[config.mk]
export PLATFORM = sky130hd
export DESIGN_NAME = tree_entry_stream_parser_top
export DESIGN_NICKNAME = d
export VERILOG_FILES = /design/src/rtl/tesp_pkg.sv /design/src/rtl/tesp_in_reg.sv /design/src/rtl/tesp_core.sv /design/src/rtl/tesp_out_reg.sv /design/src/rtl/tree_entry_stream_parser_top.sv
export SDC_FILE = /design/constraint.sdc
export NUM_CORES = 1
export LEC_CHECK = 0
export BUFFER_PORTS_ARGS = -buffer_cell sky130_fd_sc_hd__clkbuf_2
export CORE_MARGIN = 1.5
export CORE_UTILIZATION = 60
export CTS_BUF_LIST = sky130_fd_sc_hd__clkbuf_8
export DETAILED_ROUTE_END_ITERATION = 10
export PLACE_DENSITY = 0.82
export SYNTH_ARGS = -nofsm -noshare
export SYNTH_HDL_FRONTEND = slang
export SYNTH_SLANG_ARGS = --single-unit
[constraint.sdc]
create_clock -name clk -period 5.15 [get_ports clk]
set_clock_uncertainty 0.1 [all_clocks]
set_input_delay 0.2575 -clock clk [delete_from_list [all_inputs] [get_ports clk]]
set_output_delay 0.2575 -clock clk [all_outputs]
set_load 0.005 [all_outputs]
[src/rtl/tesp_pkg.sv]
// Package for the tree entry stream parser: field widths, byte class codes,
// character constants and the packed input and result item types.
// No dependencies.
package tesp_pkg;

  localparam int DATA_W      = 8;
  localparam int CLASS_W     = 3;
  localparam int IDX_W       = 6;
  localparam int MODE_W      = 32;
  localparam int NAME_LEN_W  = 12;
  localparam int ENTRY_CNT_W = 16;
  localparam int ID_LEN_W    = 7;

  localparam int NAME_COUNT_BITS_DEF  = 12;
  localparam int ENTRY_COUNT_BITS_DEF = 16;

  localparam logic [ID_LEN_W-1:0] ID_LEN_RESET = 7'd20;
  localparam logic [ID_LEN_W-1:0] ID_LEN_MIN   = 7'd1;
  localparam logic [ID_LEN_W-1:0] ID_LEN_MAX   = 7'd64;

  localparam logic [DATA_W-1:0] CH_ZERO  = 8'h30;
  localparam logic [DATA_W-1:0] CH_SEVEN = 8'h37;
  localparam logic [DATA_W-1:0] CH_SPACE = 8'h20;
  localparam logic [DATA_W-1:0] CH_NUL   = 8'h00;

  typedef logic [CLASS_W-1:0] byte_class_t;

  localparam byte_class_t CL_MODE  = 3'd0;
  localparam byte_class_t CL_SPACE = 3'd1;
  localparam byte_class_t CL_NAME  = 3'd2;
  localparam byte_class_t CL_TERM  = 3'd3;
  localparam byte_class_t CL_ID    = 3'd4;

  typedef struct packed {
    logic [DATA_W-1:0] data_byte;
    logic              last_byte;
  } in_item_t;

  typedef struct packed {
    logic [DATA_W-1:0]      byte_value;
    byte_class_t            byte_class;
    logic [IDX_W-1:0]       id_byte_index;
    logic                   entry_done;
    logic [MODE_W-1:0]      mode_value;
    logic [NAME_LEN_W-1:0]  name_length;
    logic [ENTRY_CNT_W-1:0] entry_count;
    logic                   parse_error;
    logic                   object_done;
    logic                   object_ok;
  } out_item_t;

endpackage

[src/rtl/tesp_in_reg.sv]
// Input register stage: captures one input transfer and holds it until the
// parser core consumes it. Depends on tesp_pkg.
module tesp_in_reg (
  input  logic              clk,
  input  logic              rst_n,
  input  logic              in_valid,
  output logic              in_ready,
  input  tesp_pkg::in_item_t in_data,
  input  logic              consume,
  output logic              item_valid,
  output tesp_pkg::in_item_t item
);

  logic               valid_r;
  logic               valid_nxt;
  tesp_pkg::in_item_t item_r;

  assign in_ready   = !valid_r || consume;
  assign valid_nxt  = (in_valid && in_ready) || (valid_r && !consume);
  assign item_valid = valid_r;
  assign item       = item_r;

  always_ff @(posedge clk) begin
    if (!rst_n) begin
      valid_r <= 1'b0;
    end else begin
      valid_r <= valid_nxt;
    end
  end

  always_ff @(posedge clk) begin
    if (in_valid && in_ready) begin
      item_r <= in_data;
    end
  end

endmodule

[src/rtl/tesp_core.sv]
// Parser core: id length register, per-entry and per-object state, byte
// classification and result formation. Depends on tesp_pkg.
module tesp_core #(
  parameter int NAME_COUNT_BITS  = tesp_pkg::NAME_COUNT_BITS_DEF,
  parameter int ENTRY_COUNT_BITS = tesp_pkg::ENTRY_COUNT_BITS_DEF
) (
  input  logic                              clk,
  input  logic                              rst_n,
  input  logic                              cfg_we,
  input  logic [tesp_pkg::ID_LEN_W-1:0]     cfg_wdata,
  input  logic                              step,
  input  tesp_pkg::in_item_t                item,
  output tesp_pkg::out_item_t               result
);

  localparam logic [1:0] PH_MODE_START = 2'd0;
  localparam logic [1:0] PH_MODE       = 2'd1;
  localparam logic [1:0] PH_NAME       = 2'd2;
  localparam logic [1:0] PH_ID         = 2'd3;

  localparam logic [NAME_COUNT_BITS-1:0]  NAME_MAX  = '1;
  localparam logic [ENTRY_COUNT_BITS-1:0] ENTRY_MAX = '1;

  logic [tesp_pkg::ID_LEN_W-1:0]     id_len_r;
  logic [1:0]                        phase_r, phase_upd, phase_nxt;
  logic [tesp_pkg::MODE_W-1:0]       mode_r, mode_upd, mode_nxt;
  logic [NAME_COUNT_BITS-1:0]        name_r, name_upd, name_nxt;
  logic [tesp_pkg::IDX_W-1:0]        id_r, id_upd, id_nxt;
  logic [ENTRY_COUNT_BITS-1:0]       ent_r, ent_upd, ent_nxt;
  logic                              err_r, err_upd, err_nxt;

  logic [tesp_pkg::ID_LEN_W-1:0]     len_eff;
  logic [tesp_pkg::DATA_W-1:0]       b;
  logic                              last;
  logic                              is_octal;
  logic                              done;
  tesp_pkg::byte_class_t             cls;
  logic [tesp_pkg::IDX_W-1:0]        idx;
  logic [tesp_pkg::NAME_LEN_W-1:0]   name_out;
  logic [tesp_pkg::ENTRY_CNT_W-1:0]  ent_out;

  assign b        = item.data_byte;
  assign last     = item.last_byte;
  assign is_octal = (b >= tesp_pkg::CH_ZERO) && (b <= tesp_pkg::CH_SEVEN);

  always_comb begin
    priority if (id_len_r < tesp_pkg::ID_LEN_MIN) begin
      len_eff = tesp_pkg::ID_LEN_MIN;
    end else if (id_len_r > tesp_pkg::ID_LEN_MAX) begin
      len_eff = tesp_pkg::ID_LEN_MAX;
    end else begin
      len_eff = id_len_r;
    end
  end

  always_comb begin
    phase_upd = phase_r;
    mode_upd  = mode_r;
    name_upd  = name_r;
    id_upd    = id_r;
    ent_upd   = ent_r;
    err_upd   = err_r;
    cls       = tesp_pkg::CL_MODE;
    idx       = '0;
    done      = 1'b0;
    unique case (phase_r)
      PH_MODE_START, PH_MODE: begin
        priority if (is_octal) begin
          cls       = tesp_pkg::CL_MODE;
          mode_upd  = {mode_r[tesp_pkg::MODE_W-4:0], b[2:0]};
          phase_upd = PH_MODE;
        end else if (b == tesp_pkg::CH_SPACE) begin
          cls = tesp_pkg::CL_SPACE;
          if (phase_r == PH_MODE_START) begin
            err_upd = 1'b1;
          end
          phase_upd = PH_NAME;
        end else if (b == tesp_pkg::CH_NUL) begin
          cls       = tesp_pkg::CL_TERM;
          err_upd   = 1'b1;
          id_upd    = '0;
          phase_upd = PH_ID;
        end else begin
          cls     = tesp_pkg::CL_MODE;
          err_upd = 1'b1;
        end
      end
      PH_NAME: begin
        if (b == tesp_pkg::CH_NUL) begin
          cls       = tesp_pkg::CL_TERM;
          id_upd    = '0;
          phase_upd = PH_ID;
        end else begin
          cls = tesp_pkg::CL_NAME;
          if (name_r != NAME_MAX) begin
            name_upd = name_r + 1'b1;
          end
        end
      end
      PH_ID: begin
        cls = tesp_pkg::CL_ID;
        idx = id_r;
        if (({1'b0, id_r} + 1'b1) >= len_eff) begin
          done = 1'b1;
          if (ent_r != ENTRY_MAX) begin
            ent_upd = ent_r + 1'b1;
          end
        end else begin
          id_upd = id_r + 1'b1;
        end
      end
    endcase
    if (last && !done) begin
      err_upd = 1'b1;
    end
  end

  generate
    if (NAME_COUNT_BITS >= tesp_pkg::NAME_LEN_W) begin : g_name_trunc
      assign name_out = name_upd[tesp_pkg::NAME_LEN_W-1:0];
    end else begin : g_name_ext
      assign name_out = {{(tesp_pkg::NAME_LEN_W-NAME_COUNT_BITS){1'b0}}, name_upd};
    end
    if (ENTRY_COUNT_BITS >= tesp_pkg::ENTRY_CNT_W) begin : g_ent_trunc
      assign ent_out = ent_upd[tesp_pkg::ENTRY_CNT_W-1:0];
    end else begin : g_ent_ext
      assign ent_out = {{(tesp_pkg::ENTRY_CNT_W-ENTRY_COUNT_BITS){1'b0}}, ent_upd};
    end
  endgenerate

  always_comb begin
    result.byte_value    = b;
    result.byte_class    = cls;
    result.id_byte_index = idx;
    result.entry_done    = done;
    result.mode_value    = mode_upd;
    result.name_length   = name_out;
    result.entry_count   = ent_out;
    result.parse_error   = err_upd;
    result.object_done   = last;
    result.object_ok     = last && done && !err_upd;
  end

  always_comb begin
    phase_nxt = phase_upd;
    mode_nxt  = mode_upd;
    name_nxt  = name_upd;
    id_nxt    = id_upd;
    ent_nxt   = ent_upd;
    err_nxt   = err_upd;
    if (last || done) begin
      phase_nxt = PH_MODE_START;
      mode_nxt  = '0;
      name_nxt  = '0;
      id_nxt    = '0;
    end
    if (last) begin
      ent_nxt = '0;
      err_nxt = 1'b0;
    end
  end

  always_ff @(posedge clk) begin
    if (!rst_n) begin
      id_len_r <= tesp_pkg::ID_LEN_RESET;
    end else if (cfg_we) begin
      id_len_r <= cfg_wdata;
    end
  end

  always_ff @(posedge clk) begin
    if (!rst_n) begin
      phase_r <= PH_MODE_START;
      mode_r  <= '0;
      name_r  <= '0;
      id_r    <= '0;
      ent_r   <= '0;
      err_r   <= 1'b0;
    end else if (step) begin
      phase_r <= phase_nxt;
      mode_r  <= mode_nxt;
      name_r  <= name_nxt;
      id_r    <= id_nxt;
      ent_r   <= ent_nxt;
      err_r   <= err_nxt;
    end
  end

endmodule

[src/rtl/tesp_out_reg.sv]
// Result register stage: holds one result item until the consumer takes it.
// Depends on tesp_pkg.
module tesp_out_reg (
  input  logic                clk,
  input  logic                rst_n,
  input  logic                load,
  input  tesp_pkg::out_item_t result,
  output logic                out_valid,
  input  logic                out_ready,
  output tesp_pkg::out_item_t out_data
);

  logic                valid_r;
  logic                valid_nxt;
  tesp_pkg::out_item_t data_r;

  assign valid_nxt = load || (valid_r && !out_ready);
  assign out_valid = valid_r;
  assign out_data  = data_r;

  always_ff @(posedge clk) begin
    if (!rst_n) begin
      valid_r <= 1'b0;
    end else begin
      valid_r <= valid_nxt;
    end
  end

  always_ff @(posedge clk) begin
    if (load) begin
      data_r <= result;
    end
  end

endmodule

[src/rtl/tree_entry_stream_parser_top.sv]
// Tree entry stream parser, top level: input register, parser core and
// result register. Depends on tesp_pkg, tesp_in_reg, tesp_core, tesp_out_reg.
//
// Takes one byte of a tree object body per clock while the result side does
// not stall, and returns one classified result per byte, in order. A byte
// passes the input register and the result register, in that order; the
// parser state updates once per byte, which sets a sustained rate of one
// byte per clock while out_ready stays high. The id length register is written
// through cfg_we and cfg_wdata and takes effect at once; write it only while
// no byte is in flight. There is no clearing pass after reset.
module tree_entry_stream_parser_top #(
  parameter int NAME_COUNT_BITS  = tesp_pkg::NAME_COUNT_BITS_DEF,
  parameter int ENTRY_COUNT_BITS = tesp_pkg::ENTRY_COUNT_BITS_DEF
) (
  input  logic                          clk,
  input  logic                          rst_n,
  input  logic                          in_valid,
  output logic                          in_ready,
  input  tesp_pkg::in_item_t            in_data,
  output logic                          out_valid,
  input  logic                          out_ready,
  output tesp_pkg::out_item_t           out_data,
  input  logic                          cfg_we,
  input  logic [tesp_pkg::ID_LEN_W-1:0] cfg_wdata
);

  logic                item_valid;
  tesp_pkg::in_item_t  item;
  tesp_pkg::out_item_t result;
  logic                step;

  // a held byte advances when the result register is free or draining
  assign step = item_valid && (!out_valid || out_ready);

  tesp_in_reg u_in_reg (
    .clk        (clk),
    .rst_n      (rst_n),
    .in_valid   (in_valid),
    .in_ready   (in_ready),
    .in_data    (in_data),
    .consume    (step),
    .item_valid (item_valid),
    .item       (item)
  );

  tesp_core #(
    .NAME_COUNT_BITS  (NAME_COUNT_BITS),
    .ENTRY_COUNT_BITS (ENTRY_COUNT_BITS)
  ) u_core (
    .clk       (clk),
    .rst_n     (rst_n),
    .cfg_we    (cfg_we),
    .cfg_wdata (cfg_wdata),
    .step      (step),
    .item      (item),
    .result    (result)
  );

  tesp_out_reg u_out_reg (
    .clk       (clk),
    .rst_n     (rst_n),
    .load      (step),
    .result    (result),
    .out_valid (out_valid),
    .out_ready (out_ready),
    .out_data  (out_data)
  );

endmodule

==> results.cfg <==
[layout]
layout_common_cells = clkbuf_2, edfxtp_1, nand2_1, dfxtp_1, a31oi_1
fill_cells = 956
syn2layout_area_growth_pct = 13.7
final_common_cell = clkbuf_2
antenna-diode-count = 0
utilization = 0.701
layout-drive-gt1-share = 0.218
design_area_sq_um = 9320
fin_nets = 912

[clock_tree]
cts_buffers = 17
root_buffer = clkbuf_8
clockBufferDepth = 2
clkLatencyLatePin_ns = 0.47
clock-sinks = 168
cts_setup_buffers = 0
path_clk_slew_ns = 0.08
cts_tree = yes
ctsResizeCount = 0
h-tree-depth = 4

[synth]
synth_edf_count = 90
synth_xor_area_frac = 0.0235
synth.distinct_cells = 67
synth_top_family_by_area = simple AND/OR/NAND/NOR gates
synth_flop_cell = edfxtp_1
syn_nets = 823
ys_async_sr_fraction = 0
yosysTopAreaCell = edfxtp_1
synth_area_per_cell_sq_um = 10.3
synthAdderAreaFrac = 0.0153
synthTopCellsByArea = edfxtp_1, dfxtp_1, mux2_2
synthMuxAreaShare = 0.0567
synth_compound_area_frac = 0.150
synth-simple-area-share = 0.193
synth_seq_area_share = 0.520
yosys_warnings = 0
synth_top_area_frac = 0.330
syn_inst = 792
syn_area_sq_um = 8190
ys_ff_latch = 168

[min_path]
worstHoldStart = out_ready
hold_path.class = in2reg

[placed_design]
place_area_sq_um = 8750
place_congestion = 0.912
post-dp-hpwl_um = 12800
port_buffers = 103

[timing]
worst_pin_slew_ns = 1.14
layout_min_cycle_time_ns = 3.65
slew_headroom = 0.240
period_share = 0.709
finalHoldViolations = 0
setup_tns_ns = 0
grt_setup_unrepaired = false
setup_viol = 0
fmax_mhz = 274
drv_slew = 0

[detailed_routing]
initialDrtViolationCount = 832
wl_per_cell_um = 18.7
routed_wl_um = 20000
drc_errors = 0
vias_per_cell = 6.42
firstDrtPassIters = 6
postRouteAntennaNets = 0
vias = 6868

[setup_path]
r2r_slack_ns = 1.50
worst_ep_arrival_time_ns = 3.94
critPathLaunchType = flop
r2r-end = u_core.mode_r[12]
required_ns = 5.44
path_class = reg2reg
crit_path_end = u_core.mode_r[12]
cp_max_fo = 49
reg2reg_depth = 10
r2r-start = u_core.id_r[0]
crit_start = u_core.id_r[0]
cp-end-kind = flop

[global_route]
antenna_found_initial = 0
overflow = 0
grt_pass1_vias = 6663
grt_start_max_net_pins = 98
grt_pass1_wl_um = 32400
grt_usage = 0.284

[die]
die_w_um = 120
core_area_sq_um = 13300
initial_core_util = 0.616
dieArea_sq_um = 14400
std_cell_rows = 42
io_pins = 104
die_h_um = 120

[status]
status = completed

[power_and_ir_drop]
p_leak_nw = 3.42
p_per_area_nw_per_um2 = 275
peakVddDrop_mv = 0.194

[flow_run]
maxCapViolations = 0
-- sequential cells by signal, summed over array words and instances, names as in the netlist --
signal               flops
u_core.ent_r            16
u_out_reg.out_valid      1
u_in_reg.item_valid      1
u_out_reg.out_data      81
u_core.name_r           12
u_core.err_r             1
u_in_reg.item            9
u_core.id_r              6
u_core.mode_r           32
u_core.phase_r           2
u_core.id_len_r          7
-- cell families after synthesis --
family | after synthesis
AND/OR/NAND/NOR | 305
AO/OA/AOI/OAI | 164
adder cells (fa/ha/maj) | 10
flip-flops | 168
buffers and inverters | 81
XOR/XNOR | 22
multiplexers | 42
-- where the power goes --
group	leakage, nW	internal (mW)	total, mW	switching, mW
sequential	1.48	1.44	1.46	0.0179
combinational	1.72	0.0533	0.152	0.0987
clock	0.215	0.480	0.951	0.470
-- repair_timing --
action                                  CTS  global route
hold endpoints to repair                 17             0
hold buffers                             17             0
endpoints found under the setup margin    0             0
-- worst max-delay path, cell delays in order (launching register included) --
cell     delay [ns]
dfxtp_1        0.42
nand3_1        0.18
nor3_1         0.21
xor2_1         0.23
ha_1           0.28
a21o_1         0.18
a21oi_1        0.35
o31a_2         0.86
buf_4          0.39
nand3_1        0.12
a31oi_1        0.24
-- stage by stage --
stage                     power [mW]  setup slack, ns  hold WS (ns)  instances
after CTS                       2.56             1.51        0.0368       1070
after global placement          1.62             1.78         0.334       1021
final                           2.56             1.50        0.0526       1070
after global routing            2.63             1.19        0.0739       1070
after floorplan                 1.57             1.12         0.256        792
after detailed placement        1.63             1.54         0.337       1021
-- cell type report --
class | instances | area (sq um) | share of cell area
well taps | 176 | 220 | 0.0236
inverters | 22 | 83.8 | 0.00900
repair buffers | 129 | 753 | 0.0808
clock buffers | 18 | 248 | 0.0266
multi-input cells | 543 | 3600 | 0.387
flip-flops and latches | 168 | 4260 | 0.458
clock inverters | 14 | 145 | 0.0156
-- Yosys cell counts, types with 5 or more instances --
master	number
a21oi_1	11
a311oi_1	7
a31oi_1	58
a32oi_1	32
and3_1	11
buf_2	12
buf_4	5
clkbuf_1	38
dfxtp_1	78
edfxtp_1	90
ha_1	10
inv_1	22
mux2_2	35
mux2i_1	7
nand2_1	84
nand2b_1	5
nand3_1	52
nand4_1	12
nor2_1	42
nor2b_1	35
nor3_1	14
nor4_1	11
o211ai_1	7
o21ai_0	11
or4_1	10
xnor2_1	11
xor2_1	11
-- worst min path at each step --
| stage | endpoint | slack (ns) | cells after the start |
|---|---|---|---|
| 2_1_floorplan | u_in_reg.item[0] | 0.26 | 0 |
| 3_3_place_gp | u_in_reg.item[1] | 0.33 | 1 |
| 3_5_place_dp | u_in_reg.item[7] | 0.34 | 1 |
| 4_1_cts | u_out_reg.out_valid | 0.04 | 4 |
| 5_1_grt | u_out_reg.out_valid | 0.07 | 4 |
| 6_report | u_out_reg.out_valid | 0.05 | 4 |
-- per-layer routing --
metal	vias up	GRT usage	share of wire
met5	-	0	0
li1	3177	-	-
met3	51	0.0594	0.071
met2	332	0.457	0.49
met4	0	0.134	0.028
met1	3308	0.367	0.42
(Power assumes the default switching activity.)
